**config.mk**
```make
export PLATFORM = sky130hd
export DESIGN_NAME = lsm_div
export DESIGN_NICKNAME = d
export VERILOG_FILES = /design/src/hw/rtl/lsm_pkg.sv /design/src/hw/rtl/lsm_div.sv
export SDC_FILE = /design/constraint.sdc
export NUM_CORES = 2
export LEC_CHECK = 0
export BUFFER_PORTS_ARGS = -buffer_cell sky130_fd_sc_hd__buf_2
export CORE_AREA = 2 2 331 333
export CTS_CLUSTER_SIZE = 8
export DETAILED_ROUTE_END_ITERATION = 10
export DIE_AREA = 0 0 333 335
export PLACE_DENSITY = 0.41
export SLEW_MARGIN = 10
export SYNTH_ARGS = -nofsm -noshare
export SYNTH_HDL_FRONTEND = slang
export SYNTH_SLANG_ARGS = --single-unit
export TNS_END_PERCENT = 100
```
**constraint.sdc**
```tcl
create_clock -name clk -period 8.11 [get_ports clk]
set_input_delay 1.622 -clock clk [delete_from_list [all_inputs] [get_ports clk]]
set_output_delay 1.622 -clock clk [all_outputs]
set_load 0.02 [all_outputs]
```
**src/hw/rtl/lsm_pkg.sv**
```systemverilog
package lsm_pkg;

  // fixed arithmetic of the monitor
  localparam int unsigned POWER_CAP     = 20000;
  localparam int unsigned POWER_DIV     = 10000;
  localparam int unsigned TOTAL_DIV     = 10;
  localparam int unsigned TOTAL_MAX     = 16383;
  localparam int unsigned BLINK_MIN     = 2;
  localparam int unsigned TOGGLE_MAX    = 255;
  localparam int unsigned SUPPLY_RESET  = 11930;

  localparam int unsigned PROD_W  = 31;  // 16 bit supply times 15 bit current
  localparam int unsigned DIV_W   = 28;  // dividend width once the cap is ruled out
  localparam int unsigned QUOT_W  = 15;
  localparam int unsigned WATTS_W = 15;
  localparam int unsigned TOTAL_W = 14;
  localparam int unsigned TOG_W   = 8;

  // quotient above the cap is detected on the dividend before dividing
  localparam int unsigned CAP_PRODUCT   = (POWER_CAP + 1) * POWER_DIV;
  localparam int unsigned TOTAL_CAP_SUM = (TOTAL_MAX + 1) * TOTAL_DIV;

  // division by a constant as a multiply by the rounded-up reciprocal and a shift,
  // exact for every dividend below 2**DIV_W
  localparam int unsigned RECIP_W   = 29;
  localparam int unsigned MULT_W    = DIV_W + RECIP_W;
  localparam int unsigned PWR_SHIFT = 42;
  localparam int unsigned TOT_SHIFT = 32;
  localparam logic [RECIP_W-1:0] PWR_RECIP = 29'd439804652;  // 2**42 / 10000, rounded up
  localparam logic [RECIP_W-1:0] TOT_RECIP = 29'd429496730;  // 2**32 / 10, rounded up

  typedef enum logic [1:0] {
    ACT_SAMPLE  = 2'd0,
    ACT_CLOSE   = 2'd1,
    ACT_REBCAST = 2'd2
  } action_t;

  typedef enum logic [0:0] {
    REG_ENABLE = 1'b0,
    REG_SUPPLY = 1'b1
  } cfg_reg_t;

  localparam logic [0:0] KIND_CHANNEL = 1'b0;
  localparam logic [0:0] KIND_TOTAL   = 1'b1;

  localparam logic [1:0] RPT_OFF   = 2'd0;
  localparam logic [1:0] RPT_ON    = 2'd1;
  localparam logic [1:0] RPT_BLINK = 2'd2;

  localparam logic [2:0] FAULT_GOOD      = 3'd0;
  localparam logic [2:0] FAULT_OPEN_LOAD = 3'd7;

  typedef struct packed {
    logic [1:0]         action;
    logic [2:0]         channel;
    logic signed [15:0] current_ma;
    logic               switch_on;
    logic [2:0]         driver_fault;
    logic [15:0]        open_thr_ma;
  } in_item_t;

  typedef struct packed {
    logic [0:0]  kind;
    logic [3:0]  chan_num;
    logic [1:0]  report_state;
    logic [2:0]  fault_status;
    logic [14:0] watts_cw;
    logic [13:0] total_dw;
    logic        last;
  } out_item_t;

  typedef struct packed {
    logic               start;
    logic [DIV_W-1:0]   dividend;
    logic [RECIP_W-1:0] recip;
    logic               sel_total;
  } div_req_t;

  typedef struct packed {
    logic              done;
    logic [QUOT_W-1:0] quotient;
  } div_rsp_t;

  typedef enum logic [3:0] {
    S_IDLE,
    S_MUL,
    S_PSTART,
    S_PDIV,
    S_UPD,
    S_SREP,
    S_CLOSE,
    S_TSTART,
    S_TDIV,
    S_TOUT,
    S_REBC
  } state_t;

endpackage

```
**src/hw/rtl/lsm_div.sv**
```systemverilog
module lsm_div import lsm_pkg::*; (
  input  logic     clk,
  input  logic     rst,
  input  div_req_t req,
  output div_rsp_t rsp
);

  logic              done;
  logic              sel_total;
  logic [MULT_W-1:0] prod;

  // one reciprocal multiply per request, the quotient is a slice of the product
  always_ff @(posedge clk) begin
    if (rst) begin
      done <= 1'b0;
    end else begin
      done <= req.start;
    end
  end

  always_ff @(posedge clk) begin
    if (req.start) begin
      prod      <= MULT_W'(req.dividend) * MULT_W'(req.recip);
      sel_total <= req.sel_total;
    end
  end

  assign rsp.done     = done;
  assign rsp.quotient = sel_total ? prod[TOT_SHIFT +: QUOT_W] : prod[PWR_SHIFT +: QUOT_W];

endmodule

```
==> results.md <==
- Worst setup SP type: input port
- Area occupied by multi-input gates: 0.02274 mm^2
- NumNets Final: 4,108
- Num ports: 77
- Sequential share of the synthesized area: 0.02987
- Dpl hpwl: 71.56 mm
- Largest net degree at the start of global routing: 29
- Post-synth top area share: 0.5220
- DIE HEIGHT: 335 um
- GRT overflow: 0
- Mapped Area: 0.02681 mm^2
- FP Rows: 121
- Max-Cap Viols: 0
- Worst Hold Endpoint: done
- Max Slew Vio Count: 0
- Actual slew at the worst max-slew pin: 670.4 ps
- Port buffer count: 76
- Initial antenna violation count: 0
- Layout area overhead: 15.98%
- # hold bufs at CTS: 0
- HP Class: input port to flop
- Setup violators final: 0
- Final hold vios: 0
- Clk slew on worst S/H paths: 80 ps
- Syn Area/Cell: 9.039 um^2
- Setup Crit Path Kind: input port to flop
- Final period util: 0.9737
- Ys flop type: edfxtp_1
- Cell type of the slowest stage on the worst timing path: fa_1
- Starting density of the core: 0.2480
- Final non-filler cell total: 4,555
- Antenna viol nets, final: 0
- Cell taking the most area after synthesis: fa_1
- Ys Warns: 0
- Synth top area cells: fa_1 52%, inv_1 11%, ha_1 9.7%
- Detailed Routing Iterations Pass 1: 5
- Routability Congestion: 0.8044
- Kind of end point of the critical path: flop
- Achievable Freq: 0.1266 GHz
- Fillers: 11.72k
- Relative slew slack: 0.5531
- Critical path, cell by cell: clkbuf_4 -> buf_12 -> and2_1 -> fa_1 -> fa_1 -> fa_1 -> inv_1 -> fa_1 -> inv_1 -> fa_1 -> fa_1 -> fa_2 -> ha_4 -> nand4_1 -> nor4_4 -> buf_4 -> a221oi_4 -> a31oi_1 -> buf_4 -> o211a_4 -> o22a_1 -> a21oi_1 -> xnor2_1 -> buf_4
- FF/Latch Area: 800.8 um^2
- Hold path depth: 2
- Post-synth ARST share: 0
- Required @ worst endpoint: 8140 ps
- Status: complete, no violations
- Family with the most delay on the worst path: adder cells
- Crit path DAT: 7930 ps
- Crit-path most repeated cell: fa_1
- Total CTS buffers: 3
- Vias: 18.96k
- Clock Tree Root: clkbuf_16
- Vias in the first global route: 21.58k
- Number of synthesized flops with an enable pin: 26
- Hold_sp: rst
- CTS tree: yes
- Die width: 333 um
- Die Area: 0.1116 mm^2
- Placed Cells: 4,542
- DRC: 0
- WL per Instance: 17.62 um
- H-Tree Depth: 1
- Register bit total from synthesis: 27
- CP Buf/Inv Count: 7
- Initial DRC count: 696
- Via density: 4.163
- First-pass GRT wire length: 126.9 mm
- Cell variety after synth: 55
- Placeable Area: 0.1081 mm^2
- Slowest stage delay, CP: 570 ps
- Clock Sinks: 27
- Syn_nets: 3,933
- Period minus WS final: 7897 ps
- CTS max path bufs: 2
- Cells after Synth: 2,966
- Layout cell share with drive strength beyond 1: 0.1312
- All-layer global routing usage: 0.1470
- CP max FO: 13
- Routed WL: 80.24 mm
## area by class of cell
| type | count | share of cell area |
|---|---|---|
| Multi-Input combinational cell | 1990 | 0.7314 |
| Sequential cell | 27 | 0.02575 |
| Clock inverter | 1 | 0.0002414 |
| Antenna cell | 1 | 0.00008048 |
| Clock buffer | 3 | 0.002414 |
| Inverter | 780 | 0.09416 |
| Timing Repair Buffer | 339 | 0.08905 |
| Tap cell | 1414 | 0.05690 |
## cells in the mapped netlist (2+ instances only)
cell         n
nand2b_1     4
o211ai_1     3
inv_1      780
and2_1     411
nor2b_1      5
and3_1       5
o2111ai_1    3
nand2_1    434
nand3_1     14
a221oi_1     3
a21oi_1     44
fa_1       699
nand4_1      7
a22oi_1      2
clkbuf_1   165
a21o_1      18
xnor2_1     15
o21ai_0     24
edfxtp_1    26
nor2_1      18
a21oi_2      4
o31ai_1      2
o211a_1      2
a211oi_1     5
nor3b_1      2
ha_1       207
buf_2        2
nor3_2       3
nor4_1       2
xor2_1      12
nor3_1       6
mux2_2      15
a31oi_1      2
## registers in the layout, indices dropped and copies added, names as in the netlist
signal,cells
sel_total,1
prod,25
done,1
## cells in the final DEF, fill, tap and decap left out, types with 16 or more instances in the layout
cell and count:
a21oi_1 40, nor2_1 17, a21o_1 18, buf_4 260
ha_1 197, buf_2 32, fa_1 689, buf_12 16
o21ai_0 22, and2_1 411, nand2_1 430, inv_1 780
edfxtp_1 26, buf_6 21
## what timing repair did
item	in CTS	in global routing
buffers inserted	1	7
gates cloned	0	1
pin swaps	4	46
endpoints found under the setup margin	14	16
gates resized for setup	30	98
## routing by layer
layer | global-route usage | share of wire | wire length (um) | vias up
met5 | 0 | 0 | 0 | -
met4 | 0.03899 | 0.030 | 2433 | 0
met3 | 0.005031 | 0.014 | 1159 | 80
met2 | 0.2755 | 0.53 | 42930 | 204
met1 | 0.1843 | 0.42 | 33720 | 9886
li1 | - | - | - | 8793
## kinds of logic after synthesis
group           after synthesis  synth area share
compound gates              125           0.03090
xor+xnor                     27          0.008821
fa+ha+maj                   906            0.6186
buf+inv                     949            0.1331
flops                        27           0.02987
mux                          15          0.006300
simple gates                917            0.1724
## how the worst max path moves through the flow
stage                           to  cells after the start  startpoint
final                     prod[45]                     24     req[16]
after global routing      prod[50]                     27     req[31]
after CTS                 prod[56]                     24     req[52]
after detailed placement  prod[56]                     24     req[20]
after global placement    prod[56]                     24     req[19]
after floorplan           prod[56]                     24     req[31]
## through the flow
stage               instance area [um^2]  setup TNS, ps  hold slack [ps]  utilization  worst slack (ps)
floorplan                          26810              0             1694            -             254.6
global placement                   30420          -6876             1779       0.2814            -579.3
detailed placement                 30420          -6140             1785       0.2814            -526.2
CTS                                30590              0             1491       0.2830            0.4885
global route                       31090         -16.07             1493       0.2876            -13.99
finish                             31090              0             1495       0.2877             212.9
Power is not shown: default switching activity piles up to over one toggle a cycle in this logic, so the estimate is an artifact.
